==> src/sv/stt_pkg.sv <==
package stt_pkg;

  // Defaults for the top-level parameters.
  localparam int OFFSET_BITS_DEF   = 16;
  localparam int KEYWORD_COUNT_DEF = 18;

  // Keyword table size, results per byte and queue depth.
  localparam int KW_TABLE    = 18;
  localparam int MAX_RES     = 5;
  localparam int QUEUE_DEPTH = 2;
  localparam int CNT_W       = $clog2(MAX_RES + 1);

  // Token kinds.
  localparam logic [5:0] K_LPAREN  = 6'd0;
  localparam logic [5:0] K_RPAREN  = 6'd1;
  localparam logic [5:0] K_LBRACE  = 6'd2;
  localparam logic [5:0] K_RBRACE  = 6'd3;
  localparam logic [5:0] K_COMMA   = 6'd4;
  localparam logic [5:0] K_DOT     = 6'd5;
  localparam logic [5:0] K_MINUS   = 6'd6;
  localparam logic [5:0] K_PLUS    = 6'd7;
  localparam logic [5:0] K_SEMI    = 6'd8;
  localparam logic [5:0] K_STAR    = 6'd9;
  localparam logic [5:0] K_QUEST   = 6'd10;
  localparam logic [5:0] K_COLON   = 6'd11;
  localparam logic [5:0] K_BANG    = 6'd12;
  localparam logic [5:0] K_BANG_EQ = 6'd13;
  localparam logic [5:0] K_SLASH   = 6'd20;
  localparam logic [5:0] K_SPACE   = 6'd21;
  localparam logic [5:0] K_NEWLINE = 6'd22;
  localparam logic [5:0] K_STRING  = 6'd23;
  localparam logic [5:0] K_NUMBER  = 6'd24;
  localparam logic [5:0] K_IDENT   = 6'd25;
  localparam logic [5:0] K_KW0     = 6'd26;
  localparam logic [5:0] K_END     = 6'd44;

  // Error codes.
  localparam logic [1:0] ERR_NONE       = 2'd0;
  localparam logic [1:0] ERR_UNEXPECTED = 2'd1;
  localparam logic [1:0] ERR_UNTERM     = 2'd2;

  typedef struct packed {
    logic [7:0] char_byte;
    logic       last_byte;
  } in_item_t;

  typedef struct packed {
    logic [5:0]  token_kind;
    logic [15:0] start_offset;
    logic [15:0] lexeme_length;
    logic [15:0] repeat_count;
    logic [15:0] line_number;
    logic [1:0]  error_code;
    logic        last_result;
  } out_item_t;

  // One result without its end marker.
  typedef struct packed {
    logic [5:0]  kind;
    logic [15:0] start;
    logic [15:0] len;
    logic [15:0] rep;
    logic [15:0] line;
    logic [1:0]  err;
  } token_t;

  // All results caused by one byte.
  typedef struct packed {
    token_t [MAX_RES-1:0] tok;
    logic [CNT_W-1:0]     count;
  } bundle_t;

  // Keyword text, packed with the first character highest.
  function automatic logic [55:0] kw_word(input int i);
    logic [55:0] w;
    case (i)
      0:       w = "and";
      1:       w = "class";
      2:       w = "else";
      3:       w = "elif";
      4:       w = "false";
      5:       w = "for";
      6:       w = "def";
      7:       w = "if";
      8:       w = "NOPE";
      9:       w = "or";
      10:      w = "print";
      11:      w = "return";
      12:      w = "super";
      13:      w = "this";
      14:      w = "true";
      15:      w = "while";
      16:      w = "in";
      17:      w = "is";
      default: w = '0;
    endcase
    return w;
  endfunction

  function automatic logic [15:0] kw_len(input int i);
    logic [15:0] n;
    case (i)
      0, 5, 6:                n = 16'd3;
      1, 4, 10, 12, 15:       n = 16'd5;
      2, 3, 8, 13, 14:        n = 16'd4;
      7, 9, 16, 17:           n = 16'd2;
      11:                     n = 16'd6;
      default:                n = 16'd0;
    endcase
    return n;
  endfunction

endpackage

==> src/sv/stt_stream_if.sv <==
interface stt_stream_if #(parameter type T = logic);
  logic valid;
  logic ready;
  T     data;

  modport source (output valid, output data, input ready);
  modport sink (input valid, input data, output ready);
endinterface

==> src/sv/stt_front.sv <==
module stt_front #(
  parameter int OFFSET_BITS   = stt_pkg::OFFSET_BITS_DEF,
  parameter int KEYWORD_COUNT = stt_pkg::KEYWORD_COUNT_DEF
) (
  input  logic              clk_i,
  input  logic              rst_ni,
  input  logic              in_valid_i,
  input  stt_pkg::in_item_t in_data_i,
  output logic              in_ready_o,
  input  logic              q_full_i,
  output logic              q_push_o,
  output stt_pkg::bundle_t  q_data_o
);
  import stt_pkg::*;

  typedef enum logic [8:0] {
    M_IDLE    = 9'b000000001,
    M_OP      = 9'b000000010,
    M_SLASH   = 9'b000000100,
    M_COMMENT = 9'b000001000,
    M_STRING  = 9'b000010000,
    M_IDENT   = 9'b000100000,
    M_INT     = 9'b001000000,
    M_DOT     = 9'b010000000,
    M_FRAC    = 9'b100000000
  } mode_e;

  mode_e                  mode_q, mode_d;
  logic [1:0]             pend_q, pend_d;
  logic [OFFSET_BITS-1:0] pos_q, pos_d;
  logic [OFFSET_BITS-1:0] tstart_q, tstart_d;
  logic [15:0]            line_q, line_d;
  logic                   lht_q, lht_d;
  logic [15:0]            sp_cnt_q, sp_cnt_d;
  logic [OFFSET_BITS-1:0] sp_start_q, sp_start_d;
  logic [55:0]            kw_q, kw_d;
  logic [15:0]            len_q, len_d;
  logic [15:0]            sline_q, sline_d;
  bundle_t                b;
  logic                   done, broken, accept;
  logic [7:0]             c;
  logic [OFFSET_BITS-1:0] at;

  function automatic logic [15:0] off16(input logic [OFFSET_BITS-1:0] x);
    logic [31:0] t;
    t = 32'(x);
    return t[15:0];
  endfunction

  function automatic logic [15:0] inc16(input logic [15:0] x);
    return (x == 16'hFFFF) ? x : x + 16'd1;
  endfunction

  function automatic token_t mk(input logic [5:0] kind, input logic [15:0] start,
                                input logic [15:0] len, input logic [15:0] rep,
                                input logic [15:0] line, input logic [1:0] err);
    token_t t;
    t.kind  = kind;
    t.start = start;
    t.len   = len;
    t.rep   = rep;
    t.line  = line;
    t.err   = err;
    return t;
  endfunction

  // Results beyond the limit are dropped.
  function automatic bundle_t push(input bundle_t bi, input token_t t);
    bundle_t bo;
    bo = bi;
    if (bo.count < CNT_W'(MAX_RES)) begin
      bo.tok[bo.count[$clog2(MAX_RES)-1:0]] = t;
      bo.count = bo.count + CNT_W'(1);
    end
    return bo;
  endfunction

  // A token flushes any held space run ahead of itself.
  function automatic bundle_t put(input bundle_t bi, input logic [15:0] spc,
                                  input logic [15:0] sps, input logic [15:0] line,
                                  input logic [5:0] kind, input logic [15:0] start,
                                  input logic [15:0] len);
    bundle_t bo;
    bo = bi;
    if (spc != 16'd0) bo = push(bo, mk(K_SPACE, sps, 16'd1, spc, line, ERR_NONE));
    bo = push(bo, mk(kind, start, len, 16'd1, line, ERR_NONE));
    return bo;
  endfunction

  // Keyword lookup over the whole table at once; the first match wins.
  function automatic logic [5:0] word_kind(input logic [15:0] len, input logic [55:0] w);
    logic [5:0] k;
    k = K_IDENT;
    for (int i = KW_TABLE - 1; i >= 0; i--) begin
      if (i < KEYWORD_COUNT && len == kw_len(i) && w == kw_word(i)) k = K_KW0 + 6'(i);
    end
    return k;
  endfunction

  function automatic logic is_digit(input logic [7:0] x);
    return x >= "0" && x <= "9";
  endfunction

  function automatic logic is_alpha(input logic [7:0] x);
    return (x >= "a" && x <= "z") || (x >= "A" && x <= "Z") || x == "_";
  endfunction

  assign c          = in_data_i.char_byte;
  assign at         = pos_q;
  assign in_ready_o = !q_full_i;
  assign accept     = in_valid_i && in_ready_o;
  assign q_push_o   = accept && (b.count != '0);
  assign q_data_o   = b;

  // Scanner step for one byte: finish the open token, start a new one, close at end.
  always_comb begin
    mode_d = mode_q; pend_d = pend_q; pos_d = pos_q + OFFSET_BITS'(1);
    tstart_d = tstart_q; line_d = line_q; lht_d = lht_q; sp_cnt_d = sp_cnt_q;
    sp_start_d = sp_start_q; kw_d = kw_q; len_d = len_q; sline_d = sline_q;
    b = '0; done = 1'b0; broken = 1'b0;

    unique case (mode_q)
      M_OP: begin
        mode_d = M_IDLE;
        b = put(b, sp_cnt_d, off16(sp_start_d), line_d,
                K_BANG + {3'b000, pend_q, (c == "=")}, off16(tstart_q),
                (c == "=") ? 16'd2 : 16'd1);
        sp_cnt_d = '0; lht_d = 1'b1;
        done = (c == "=");
      end
      M_SLASH: begin
        if (c == "/") begin
          mode_d = M_COMMENT; done = 1'b1;
        end else begin
          mode_d = M_IDLE;
          b = put(b, sp_cnt_d, off16(sp_start_d), line_d, K_SLASH, off16(tstart_q), 16'd1);
          sp_cnt_d = '0; lht_d = 1'b1;
        end
      end
      M_COMMENT: begin
        if (c == "\n") mode_d = M_IDLE;
        else done = 1'b1;
      end
      M_STRING: begin
        done = 1'b1;
        len_d = inc16(len_q);
        if (c == "\"") begin
          mode_d = M_IDLE;
          b = put(b, sp_cnt_d, off16(sp_start_d), line_d, K_STRING, off16(tstart_q), len_d);
          sp_cnt_d = '0;
        end else if (c == "\n") begin
          line_d = inc16(line_q);
        end
      end
      M_IDENT: begin
        if (is_alpha(c) || is_digit(c)) begin
          if (len_q < 16'd7) kw_d = {kw_q[47:0], c};
          len_d = inc16(len_q);
          done = 1'b1;
        end else begin
          mode_d = M_IDLE;
          b = put(b, sp_cnt_d, off16(sp_start_d), line_d, word_kind(len_q, kw_q),
                  off16(tstart_q), len_q);
          sp_cnt_d = '0; lht_d = 1'b1;
        end
      end
      M_INT: begin
        if (is_digit(c)) begin
          len_d = inc16(len_q); done = 1'b1;
        end else if (c == ".") begin
          mode_d = M_DOT; done = 1'b1;
        end else begin
          mode_d = M_IDLE;
          b = put(b, sp_cnt_d, off16(sp_start_d), line_d, K_NUMBER, off16(tstart_q), len_q);
          sp_cnt_d = '0;
        end
      end
      M_DOT: begin
        if (is_digit(c)) begin
          len_d = inc16(inc16(len_q)); mode_d = M_FRAC; done = 1'b1;
        end else begin
          // The dot was not part of the number after all.
          mode_d = M_IDLE;
          b = put(b, sp_cnt_d, off16(sp_start_d), line_d, K_NUMBER, off16(tstart_q), len_q);
          sp_cnt_d = '0;
          b = push(b, mk(K_DOT, off16(at - OFFSET_BITS'(1)), 16'd1, 16'd1, line_d, ERR_NONE));
          lht_d = 1'b1;
        end
      end
      M_FRAC: begin
        if (is_digit(c)) begin
          len_d = inc16(len_q); done = 1'b1;
        end else begin
          mode_d = M_IDLE;
          b = put(b, sp_cnt_d, off16(sp_start_d), line_d, K_NUMBER, off16(tstart_q), len_q);
          sp_cnt_d = '0;
        end
      end
      default: mode_d = M_IDLE;
    endcase

    // Byte that starts something new.
    if (!done) begin
      case (c)
        "(", ")", "{", "}", ",", ".", "-", "+", ";", "*", "?", ":": begin
          logic [5:0] k;
          case (c)
            "(":     k = K_LPAREN;
            ")":     k = K_RPAREN;
            "{":     k = K_LBRACE;
            "}":     k = K_RBRACE;
            ",":     k = K_COMMA;
            ".":     k = K_DOT;
            "-":     k = K_MINUS;
            "+":     k = K_PLUS;
            ";":     k = K_SEMI;
            "*":     k = K_STAR;
            "?":     k = K_QUEST;
            default: k = K_COLON;
          endcase
          b = put(b, sp_cnt_d, off16(sp_start_d), line_d, k, off16(at), 16'd1);
          sp_cnt_d = '0; lht_d = 1'b1;
        end
        "!", "=", "<", ">": begin
          mode_d = M_OP; tstart_d = at;
          case (c)
            "!":     pend_d = 2'd0;
            "=":     pend_d = 2'd1;
            "<":     pend_d = 2'd2;
            default: pend_d = 2'd3;
          endcase
        end
        "/": begin
          mode_d = M_SLASH; tstart_d = at;
        end
        " ": begin
          if (!lht_d) begin
            if (sp_cnt_d == 16'd0) sp_start_d = at;
            sp_cnt_d = inc16(sp_cnt_d);
          end
        end
        "\r", "\t": ;
        "\n": begin
          sp_cnt_d = '0;
          b = push(b, mk(K_NEWLINE, off16(at), 16'd1, 16'd1, line_d, ERR_NONE));
          lht_d = 1'b0;
          line_d = inc16(line_d);
        end
        "\"": begin
          mode_d = M_STRING; tstart_d = at; len_d = 16'd1; sline_d = line_d;
        end
        default: begin
          if (is_digit(c)) begin
            mode_d = M_INT; tstart_d = at; len_d = 16'd1;
          end else if (is_alpha(c)) begin
            mode_d = M_IDENT; tstart_d = at; len_d = 16'd1; kw_d = {48'd0, c};
          end else begin
            b = push(b, mk(K_LPAREN, off16(at), 16'd1, 16'd1, line_d, ERR_UNEXPECTED));
          end
        end
      endcase
    end

    // End of text: close the open token, report END unless a string is open, then reset.
    if (in_data_i.last_byte) begin
      unique case (mode_d)
        M_OP:
          b = put(b, sp_cnt_d, off16(sp_start_d), line_d, K_BANG + {3'b000, pend_d, 1'b0},
                  off16(tstart_d), 16'd1);
        M_SLASH:
          b = put(b, sp_cnt_d, off16(sp_start_d), line_d, K_SLASH, off16(tstart_d), 16'd1);
        M_STRING: begin
          b = push(b, mk(K_STRING, off16(tstart_d), len_d, 16'd1, sline_d, ERR_UNTERM));
          broken = 1'b1;
        end
        M_IDENT:
          b = put(b, sp_cnt_d, off16(sp_start_d), line_d, word_kind(len_d, kw_d),
                  off16(tstart_d), len_d);
        M_INT, M_FRAC:
          b = put(b, sp_cnt_d, off16(sp_start_d), line_d, K_NUMBER, off16(tstart_d), len_d);
        M_DOT: begin
          b = put(b, sp_cnt_d, off16(sp_start_d), line_d, K_NUMBER, off16(tstart_d), len_d);
          b = push(b, mk(K_DOT, off16(at), 16'd1, 16'd1, line_d, ERR_NONE));
        end
        default: ;
      endcase
      if (!broken) b = push(b, mk(K_END, off16(pos_d), 16'd0, 16'd1, line_d, ERR_NONE));
      mode_d = M_IDLE; pend_d = '0; pos_d = '0; tstart_d = '0; line_d = 16'd1;
      lht_d = 1'b0; sp_cnt_d = '0; sp_start_d = '0; kw_d = '0; len_d = '0;
      sline_d = 16'd1;
    end
  end

  // Scanner state, updated once per accepted byte.
  always_ff @(posedge clk_i or negedge rst_ni) begin
    if (!rst_ni) begin
      mode_q <= M_IDLE; pend_q <= '0; pos_q <= '0; tstart_q <= '0; line_q <= 16'd1;
      lht_q <= 1'b0; sp_cnt_q <= '0; sp_start_q <= '0; kw_q <= '0; len_q <= '0;
      sline_q <= 16'd1;
    end else if (accept) begin
      mode_q <= mode_d; pend_q <= pend_d; pos_q <= pos_d; tstart_q <= tstart_d;
      line_q <= line_d; lht_q <= lht_d; sp_cnt_q <= sp_cnt_d; sp_start_q <= sp_start_d;
      kw_q <= kw_d; len_q <= len_d; sline_q <= sline_d;
    end
  end

endmodule

==> src/sv/stt_queue.sv <==
module stt_queue (
  input  logic             clk_i,
  input  logic             rst_ni,
  input  logic             push_i,
  input  stt_pkg::bundle_t push_data_i,
  output logic             full_o,
  input  logic             pop_i,
  output logic             empty_o,
  output stt_pkg::bundle_t head_o
);
  import stt_pkg::*;

  localparam int PTR_W = (QUEUE_DEPTH > 1) ? $clog2(QUEUE_DEPTH) : 1;

  bundle_t              mem_q [QUEUE_DEPTH];
  logic [PTR_W-1:0]     wr_q, rd_q;
  logic [PTR_W:0]       cnt_q;

  assign full_o  = (cnt_q == (PTR_W+1)'(QUEUE_DEPTH));
  assign empty_o = (cnt_q == '0);
  assign head_o  = mem_q[rd_q];

  // Storage for bundles of results.
  always_ff @(posedge clk_i) begin
    if (push_i) mem_q[wr_q] <= push_data_i;
  end

  // Pointers wrap at the queue depth.
  always_ff @(posedge clk_i or negedge rst_ni) begin
    if (!rst_ni) begin
      wr_q <= '0; rd_q <= '0; cnt_q <= '0;
    end else begin
      if (push_i) wr_q <= (wr_q == PTR_W'(QUEUE_DEPTH - 1)) ? '0 : wr_q + PTR_W'(1);
      if (pop_i)  rd_q <= (rd_q == PTR_W'(QUEUE_DEPTH - 1)) ? '0 : rd_q + PTR_W'(1);
      cnt_q <= cnt_q + (PTR_W+1)'(push_i) - (PTR_W+1)'(pop_i);
    end
  end

endmodule

==> src/sv/stt_back.sv <==
module stt_back (
  input  logic               clk_i,
  input  logic               rst_ni,
  input  logic               q_empty_i,
  input  stt_pkg::bundle_t   q_head_i,
  output logic               q_pop_o,
  output logic               out_valid_o,
  input  logic               out_ready_i,
  output stt_pkg::out_item_t out_data_o
);
  import stt_pkg::*;

  logic [CNT_W-1:0] idx_q, idx_d;
  logic             is_last;
  token_t           t;

  assign t           = q_head_i.tok[idx_q[$clog2(MAX_RES)-1:0]];
  assign is_last     = (idx_q == q_head_i.count - CNT_W'(1));
  assign out_valid_o = !q_empty_i;
  assign q_pop_o     = out_valid_o && out_ready_i && is_last;

  // Present the current result of the head bundle.
  always_comb begin
    out_data_o.token_kind    = t.kind;
    out_data_o.start_offset  = t.start;
    out_data_o.lexeme_length = t.len;
    out_data_o.repeat_count  = t.rep;
    out_data_o.line_number   = t.line;
    out_data_o.error_code    = t.err;
    out_data_o.last_result   = is_last;
  end

  // Step through the bundle one result per taken item.
  always_comb begin
    idx_d = idx_q;
    if (out_valid_o && out_ready_i) idx_d = is_last ? '0 : idx_q + CNT_W'(1);
  end

  always_ff @(posedge clk_i or negedge rst_ni) begin
    if (!rst_ni) idx_q <= '0;
    else         idx_q <= idx_d;
  end

endmodule

==> src/sv/source_text_tokenizer_core.sv <==
// Channel  Dir  Payload                                           Handshake
// in_i     in   char_byte, last_byte                              valid/ready
// out_o    out  token_kind, start_offset, lexeme_length,          valid/ready
//               repeat_count, line_number, error_code, last_result
//
// One source byte is taken per cycle while the result queue is not full.
// A byte yields zero to five items, sent one per cycle while the output is ready,
// so the output port sets the sustained rate once the queue fills.
// A two-entry queue of result bundles sits between scanner and output stage.
// Reset is asynchronous and clears all control state; the scanner returns to its
// reset state by itself after the final byte of a text.
module source_text_tokenizer_core #(
  parameter int OFFSET_BITS   = stt_pkg::OFFSET_BITS_DEF,
  parameter int KEYWORD_COUNT = stt_pkg::KEYWORD_COUNT_DEF
) (
  input  logic         clk_i,
  input  logic         rst_ni,
  stt_stream_if.sink   in_i,
  stt_stream_if.source out_o
);
  import stt_pkg::*;

  logic    q_full, q_push, q_pop, q_empty;
  bundle_t q_wdata, q_head;

  stt_front #(
    .OFFSET_BITS  (OFFSET_BITS),
    .KEYWORD_COUNT(KEYWORD_COUNT)
  ) u_front (
    .clk_i     (clk_i),
    .rst_ni    (rst_ni),
    .in_valid_i(in_i.valid),
    .in_data_i (in_i.data),
    .in_ready_o(in_i.ready),
    .q_full_i  (q_full),
    .q_push_o  (q_push),
    .q_data_o  (q_wdata)
  );

  stt_queue u_queue (
    .clk_i      (clk_i),
    .rst_ni     (rst_ni),
    .push_i     (q_push),
    .push_data_i(q_wdata),
    .full_o     (q_full),
    .pop_i      (q_pop),
    .empty_o    (q_empty),
    .head_o     (q_head)
  );

  stt_back u_back (
    .clk_i      (clk_i),
    .rst_ni     (rst_ni),
    .q_empty_i  (q_empty),
    .q_head_i   (q_head),
    .q_pop_o    (q_pop),
    .out_valid_o(out_o.valid),
    .out_ready_i(out_o.ready),
    .out_data_o (out_o.data)
  );

endmodule

==> src/flat_wrapper.sv <==
// flat-port wrapper written by rule: the top's interface ports become plain ports
module source_text_tokenizer_core_flat import stt_pkg::*;
#(
  parameter int OFFSET_BITS   = stt_pkg::OFFSET_BITS_DEF,
  parameter int KEYWORD_COUNT = stt_pkg::KEYWORD_COUNT_DEF
)
  (clk_i, rst_ni, in_i_valid, in_i_data, in_i_ready, out_o_valid, out_o_data, out_o_ready);
  stt_stream_if in_i_i ();
  stt_stream_if out_o_i ();
  input  logic clk_i;
  input  logic rst_ni;
  input wire logic [$bits(in_i_i.valid)-1:0] in_i_valid;
  input wire logic [$bits(in_i_i.data)-1:0] in_i_data;
  output wire logic [$bits(in_i_i.ready)-1:0] in_i_ready;
  output wire logic [$bits(out_o_i.valid)-1:0] out_o_valid;
  output wire logic [$bits(out_o_i.data)-1:0] out_o_data;
  input wire logic [$bits(out_o_i.ready)-1:0] out_o_ready;
  assign in_i_i.valid = in_i_valid;
  assign in_i_i.data = in_i_data;
  assign in_i_ready = in_i_i.ready;
  assign out_o_valid = out_o_i.valid;
  assign out_o_data = out_o_i.data;
  assign out_o_i.ready = out_o_ready;
  source_text_tokenizer_core #(.OFFSET_BITS(OFFSET_BITS), .KEYWORD_COUNT(KEYWORD_COUNT)) u_core (.clk_i(clk_i), .rst_ni(rst_ni), .in_i(in_i_i), .out_o(out_o_i));
endmodule
==> config.mk <==
export PLATFORM = sky130hd
export DESIGN_NAME = source_text_tokenizer_core_flat
export DESIGN_NICKNAME = d
export VERILOG_FILES = /design/src/sv/stt_pkg.sv /design/src/sv/stt_stream_if.sv /design/src/sv/stt_front.sv /design/src/sv/stt_queue.sv /design/src/sv/stt_back.sv /design/src/sv/source_text_tokenizer_core.sv /design/src/flat_wrapper.sv
export SDC_FILE = /design/constraint.sdc
export NUM_CORES = 1
export LEC_CHECK = 0
export BUFFER_PORTS_ARGS = -buffer_cell sky130_fd_sc_hd__buf_2
export CAP_MARGIN = 40
export CORE_UTILIZATION = 60
export DETAILED_ROUTE_END_ITERATION = 8
export PLACE_DENSITY = 0.84
export SETUP_SLACK_MARGIN = 0.2
export SLEW_MARGIN = 20
export SYNTH_ARGS = -nofsm -noshare
export SYNTH_HDL_FRONTEND = slang
export SYNTH_SLANG_ARGS = --single-unit
==> constraint.sdc <==
create_clock -name clk_i -period 5.37 [get_ports clk_i]
set_input_delay 0.2685 -clock clk_i [delete_from_list [all_inputs] [get_ports clk_i]]
set_output_delay 0.2685 -clock clk_i [all_outputs]
set_load 0.005 [all_outputs]
### Word-level counts from Yosys, hierarchy flattened

Memory sizes are Yosys's and may differ from the RTL's.
Cells that the tools add are included.
Widths: inputs -> output; s select.

| operators by class | value |
|---|---|
| mux-type cells | 213 |
| order comparisons | 48 |
| reduce and logical (&&, ||, !) cells | 101 |
| bitwise operators | 12 |
| equal/unequal tests | 28 |
| $add $sub $neg | 25 |

Operators with widths:

| operator | number |
|---|---|
| $mux 363 | 41 |
| $bwmux 360 | 13 |
| $pmux 363 s6 | 2 |
| $demux 72 s3 | 16 |
| $mux 56 | 54 |
| $logic_not 56->1 | 36 |
| $and 335x335->335 | 4 |
| $not 335->335 | 4 |
| $mux 72 | 16 |
| $mux 16 | 21 |
| $mux 6 | 39 |
| $eq 16x16->1 | 10 |
| $or 25x25->25 | 4 |
| $mux 74 | 1 |
| $lt 3x4->1 const B | 16 |
| $logic_and 1x1->1 | 56 |
| $add 3x1->3 const B | 17 |
| $ge 3x1->1 const B | 16 |
| $lt 3x3->1 const B | 16 |
| $add 16x1->16 const B | 2 |
| $reduce_bool 16->1 | 2 |
| $eq 9x2->1 const B | 2 |
| $eq 9x3->1 const B | 2 |
| $eq 9x5->1 const B | 2 |
| 21 further kinds | 35 |

| word-level totals | value |
|---|---|
| input port bits | 5 |
| flip-flop bits (word level) | 64 |
| bits in writable memories | 726 |
| output and inout bits | 3 |
| memories kept | 1 |
| word-level logic and storage cells | 436 |

Memory list:

| memory | words | bits a word | read ports | clocked after memory_dff | write ports | RTL line | source |
|---|---|---|---|---|---|---|---|
| u_core.u_queue.mem_q | 2 | 363 | 1 | 0 | 1 | stt_queue.sv:15 | `bundle_t mem_q [QUEUE_DEPTH];` |

### Logic depth before layout (Yosys ltp)

| depth | value |
|---|---|
| word-level depth | 70 |
| depth in mapped cells | 24 |

### By module

Synthesis repeated with hierarchy kept, for this count alone.

| second synthesis, totals | value |
|---|---|
| cell total of the unflattened synthesis | 7079 |
| area total of the unflattened synthesis | 66548.8 µm² |

Modules (own cells, without submodules):

| module | area each (µm²) | seq. area each (µm²) | instances | cells an instance |
|---|---|---|---|---|
| stt_front | 35635.4 | 4508.1 | 1 | 5727 |
| stt_queue | 28183.3 | 21901.0 | 1 | 1145 |
| stt_back | 2726.4 | 75.1 | 1 | 206 |
| source_text_tokenizer_core | 3.8 | 0.0 | 1 | 1 |

### Worst setup path before layout

No wires, ideal clock.

| timing path | value |
|---|---|
| kind | flip-flop to flip-flop |
| start point | register u_core.u_front.sp_cnt_q[9] |
| end point | register u_core.u_queue.cnt_q[1] |
| clock period less this slack | 4.171 ns |
| stages on the path, launching flop included | 25 |
| library setup time | 0.123 ns |
| slack | 1.199 ns |
| data required time | 5.247 ns |
| buffers on the path | 1 |
| arrival | 4.048 ns |
| cell sequence | dfrtp_1 nor4_1 nand4_1 clkbuf_1 and3_1 o21ai_0 inv_1 ha_1 nand2_4 inv_1 ha_1 inv_1 o21ai_0 ha_1 nand2_1 mux2_2 and2_1 o22ai_1 a21oi_1 or2_1 ha_1 inv_1 ha_1 xnor2_1 xnor2_1 |

| on the way | value |
|---|---|
| word-level cells in the longest chain between the ends | 33 |
| elaborated cells between the ends (all ways) | 83 |
| classes of those cells | add/sub (18); order compare (16); mux (45); reduce/logical (4) |

Ends and longest elaborated chain:

| item | RTL line | source |
|---|---|---|
| start: declaration | stt_front.sv:34 | `logic [15:0] sp_cnt_q, sp_cnt_d;` |
| start signal: assignment | stt_front.sv:302 | `line_q <= line_d; lht_q <= lht_d; sp_cnt_q <= sp_cnt_d; sp_start_q <= sp_start_d;` |
| $reduce_bool 16->1 | stt_front.sv:85 | `if (spc != 16'd0) bo = push(bo, mk(K_SPACE, sps, 16'd1, spc, line, ERR_NONE));` |
| $mux 74 | stt_front.sv:85 |  |
| $mux 363 | stt_front.sv:122 | `unique case (mode_q)` |
| $add 3x1->3 or $lt 3x3->1 (tied branches) | stt_front.sv:73, stt_front.sv:71 |  |
| $mux 363 | stt_front.sv:71 | `if (bo.count < CNT_W'(MAX_RES)) begin` |
| $mux 363 | stt_front.sv:122 |  |
| $add 3x1->3 or $lt 3x3->1 (tied branches) | stt_front.sv:73, stt_front.sv:71 |  |
| $mux 363 | stt_front.sv:71 |  |
| [... 17 more ...] | - |  |
| $add 3x1->3 or $lt 3x3->1 (tied branches) | stt_front.sv:73, stt_front.sv:71 |  |
| $mux 363 | stt_front.sv:71 |  |
| $mux 363 | stt_front.sv:287 | `if (!broken) b = push(b, mk(K_END, off16(pos_d), 16'd0, 16'd1, line_d, ERR_NONE));` |
| $mux 363 * | stt_front.sv:265 | `if (in_data_i.last_byte) begin` |
| $reduce_bool 3->1 * | stt_front.sv:112 | `assign q_push_o = accept && (b.count != '0);` |
| $logic_and 1x1->1 * | stt_front.sv:112 |  |
| $add 2x1->2 * | stt_queue.sv:35 | `cnt_q <= cnt_q + (PTR_W+1)'(push_i) - (PTR_W+1)'(pop_i);` |
| $sub 2x1->2 * | stt_queue.sv:35 |  |
| end signal: assignment | stt_queue.sv:35 |  |
| end: declaration | stt_queue.sv:17 | `logic [PTR_W:0] cnt_q;` |

Mark *: on every way between the ends. The rest lies on a longest branch, timed or not. The select of a mux whose other input is x is not followed.
A chain may end at the register's enable or synchronous reset.

### Worst setup path in the final report

| timing path | value |
|---|---|
| start point | register u_core.u_front.sp_cnt_q[1] |
| end point | register u_core.u_queue.cnt_q[1] |

Same word-level chain as after synthesis.

==> summary.md <==
| Metric | Value |
|---|---|
| Critical Path Source Type | flop |
| Clk pwr share | 29.2% |
| Clock root cell | clkbuf_4 |
| Peak supply drop | roughly 0.15 mV |
| Drt wl/cell | between 10 and 15 µm |
| Hold path start | in_i_valid |
| Ys Warns | 0 |
| DR vias/cell | 5.81 |
| N_diodes | 0 |
| Arr. time, crit path | approximately 4900 ps |
| Endpoints failing hold | 0 |
| Die Wd | between 50 and 60 µm |
| Clock-pin slew on the worst setup and hold paths | approximately 120 ps |
| Top post-synthesis cells by count | dfrtp_1, and2_1, nand2_1, o21ai_0, inv_1 |
| Via count of the first global-routing pass | approximately 1300 |
| Setup slack, reg-to-reg | ~720 ps |
| H-tree depth | 2 |
| Post-DRT Antenna Nets | 0 |
| Gp weighted congestion | roughly 0.90 |
| Gate power share | 24.9% |
| Pins Over Slew Limit | 0 |
| Row Count | 20 |
| First-pass GRT wire length | 5.84 mm |
| Top FF cell, synth | dfrtp_1 |
| Clock sink count | 38 |
| Hold Path Cell Cnt | 2 |
| Final Hold Slack | slightly above 100 ps |
| Setup crit end kind | flop |
| CTS tree | built |
| Part of the power in registers | 45.9% |
| RSZ-0062 raised after global routing | no |
| Tcrit/Tclk final | 86.6% |
| Mapped cell area | 1920 µm² |
| Antenna violations before repair | 0 |
| Mapped Nets | between 150 and 200 |
| Max FO, Critical Path | 6 |
| Post-synthesis average cell area | roughly 11 µm² |
| Area leader, netlist | dfrtp_1 |
| Post-synthesis sequential area ratio | roughly half |
| Area share of the largest cell type after synthesis | ~40% |
| Synth Instances | 182 |
| Pwr Total | between 700 and 800 µW |
| RR Startpoint | u_core.u_front.sp_cnt_q[1]$_DFFE_PN0P_ |
| Worst EP required | 5660 ps |
| CTS Buffer Depth | 2 |
| Die height | 58.5 µm |
| Pint | approximately 550 µW |
| Starting Density | a little over three fifths |
| Final WL | roughly 3.4 mm |
| Pre-antenna DRT Iters | 4 |
| DRC | 0 |
| Final Skew | ~10 ps |
| Reg-to-reg endpoint | u_core.u_queue.cnt_q[1]$_DFF_PN0_ |
| Hpwl dp | ~2.5 mm |
| Hold EP | u_core.u_front.mode_q[7]$_DFFE_PN0P_ |
| Layout area overhead | 9.73% |
| Switching power total | 236 µW |
| Final-report setup violation count | 0 |
| Nets | 205 |
| Status | complete, no violations |
| Fmax | roughly 0.22 GHz |
| Number of max-cap violations | 0 |
| Netlist cell types | 46 |
| Cell count of the worst reg-to-reg path | 23 |
| Worst-Skew Late Latency | 360 ps |
| Total number of vias | ~1400 |
| Top-count cell post-synth | dfrtp_1 |
| Starting DRT DRC Count | 39 |
| Largest net degree at the start of global routing | 33 |
| EDFF count, synth | 6 |
| Setup tns final | 0 ps |
| Post-synthesis register bit count | 38 |
| PD cells | around 370 nW/µm² |
| Total grt overflow | 0 |
| IO Count | 8 |
| Core box area | ~3000 µm² |
| TritonCTS Buffers | 5 |
| Fin crit period | roughly 4600 ps |
| Sw Ratio | 30.2% |
| PortBufs | 7 |
| GRT Util Overall | a little under a quarter |
| Leakage | a little under 0.001 µW |
| Worst Tran Pin Value | a little under 700 ps |
| Slew HR | 54.5% |
| Total die area | ~3400 µm² |
| Crit Path Class | reg -> reg |
| Synth area leaders | dfrtp_1, edfxtp_1, and2_1 |
| Layout cells sized above 1 | between 10% and 20% |
| HP Class | in -> reg |
| Post-synth ARST share | around 84% |
==> power by group through the flow <==
stage / Clock [µW] / Sequential (µW) / Combinational [µW]
4_1_cts: 231 / 359 / 196
3_5_place_dp: 0 / 364 / 192
3_3_place_gp: 0 / 362 / 178
6_report: 228 / 359 / 195
2_1_floorplan: 0 / 352 / 150
5_1_grt: 240 / 363 / 221
==> timing repair <==
item,4_1_cts,5_1_grt
hold buffers,1,0
gates resized for setup,0,0
buffers inserted,0,0
endpoints found under the hold margin,31,0
setup endpoints to repair,0,0
==> kinds of logic after synthesis <==
group                    synth area share, %
flip-flops                              51.2
buffers and inverters                   2.35
multiplexers                            2.74
AO/OA/AOI/OAI                           11.4
AND/OR/NAND/NOR                         23.6
XOR/XNOR                                4.11
adder cells (fa/ha/maj)                 4.57
==> cell usage in the layout, fill, tap and decap left out, types with 2 or more instances in the layout <==
master    instances
edfxtp_1          6
nand3_1           4
buf_2             7
nand2_1          15
o21ai_0          10
inv_1             8
nor4_1            5
xor2_1            4
mux2_2            2
xnor2_1           5
ha_1              7
mux2i_1           3
nor3_1            7
nor2_1            5
or2_2             3
clkbuf_4          5
dfrtp_1          31
and2_1           21
nor2b_1           7
a21oi_1           6
nand4_1           3
==> layer usage <==
metal | global-route usage (%) | wire (µm)
met3 | 5.93 | 155
met1 | 28.9 | 1480
met2 | 38.3 | 1650
met4 | 11.2 | 86
met5 | 0 | 0
==> through the flow <==
step / area [µm²] / std cells / util (%) / worst slack, ps
6_report: 2100 / 238 / 68.9 / 721
4_1_cts: 2100 / 238 / 68.9 / 715
3_5_place_dp: 1990 / 229 / 65.2 / 782
2_1_floorplan: 1920 / 182 / - / 1200
5_1_grt: 2100 / 238 / 68.9 / 294
3_3_place_gp: 1990 / 229 / 65.2 / 896
==> cell type report <==
| cell class | instances | area (µm²) |
|---|---|---|
| clock buffer | 6 | 62.6 |
| clock inverter | 2 | 38.8 |
| fill | 252 | 950 |
| inverter | 8 | 30.0 |
| multi-input combinational | 132 | 890 |
| sequential | 38 | 982 |
| tap | 44 | 55.1 |
| timing repair buffer | 8 | 45.0 |
==> flip-flops by register name (all words and copies together), names as in the netlist <==
register / count
u_core.u_back.idx_q: 3
u_core.u_front.mode_q: 9
u_core.u_front.sp_cnt_q: 16
u_core.u_queue.cnt_q: 2
u_core.u_queue.mem_q: 6
u_core.u_queue.rd_q: 1
u_core.u_queue.wr_q: 1
==> worst max-delay path, stage by stage, from the launching register on <==
cell	delay (ps)
dfrtp_1	400
nor4_1	300
nand4_1	300
and3_1	260
o21ai_0	150
inv_1	60
ha_1	340
nand2_4	90
inv_1	40
ha_1	270
inv_1	60
o21ai_0	180
ha_1	170
nand2_1	70
mux2_2	280
and2_1	170
o22ai_1	260
a21oi_1	150
or2_1	230
ha_1	270
inv_1	40
ha_1	180
xnor2_1	190
xnor2_1	140
==> how the worst max path moves through the flow <==
stage	startpoint	to	slack (ps)	depth (start not counted)
2_1_floorplan	u_core.u_front.sp_cnt_q[9]$_DFFE_PN0P_	u_core.u_queue.cnt_q[1]$_DFF_PN0_	1200	24
3_3_place_gp	u_core.u_front.sp_cnt_q[15]$_DFFE_PN0P_	u_core.u_queue.cnt_q[1]$_DFF_PN0_	900	23
3_5_place_dp	u_core.u_front.sp_cnt_q[1]$_DFFE_PN0P_	u_core.u_queue.cnt_q[1]$_DFF_PN0_	780	23
4_1_cts	u_core.u_front.sp_cnt_q[1]$_DFFE_PN0P_	u_core.u_queue.cnt_q[1]$_DFF_PN0_	720	23
5_1_grt	u_core.u_front.sp_cnt_q[11]$_DFFE_PN0P_	u_core.u_queue.cnt_q[1]$_DFF_PN0_	290	23
6_report	u_core.u_front.sp_cnt_q[1]$_DFFE_PN0P_	u_core.u_queue.cnt_q[1]$_DFF_PN0_	720	23
Power figures use the tool's default switching activity.
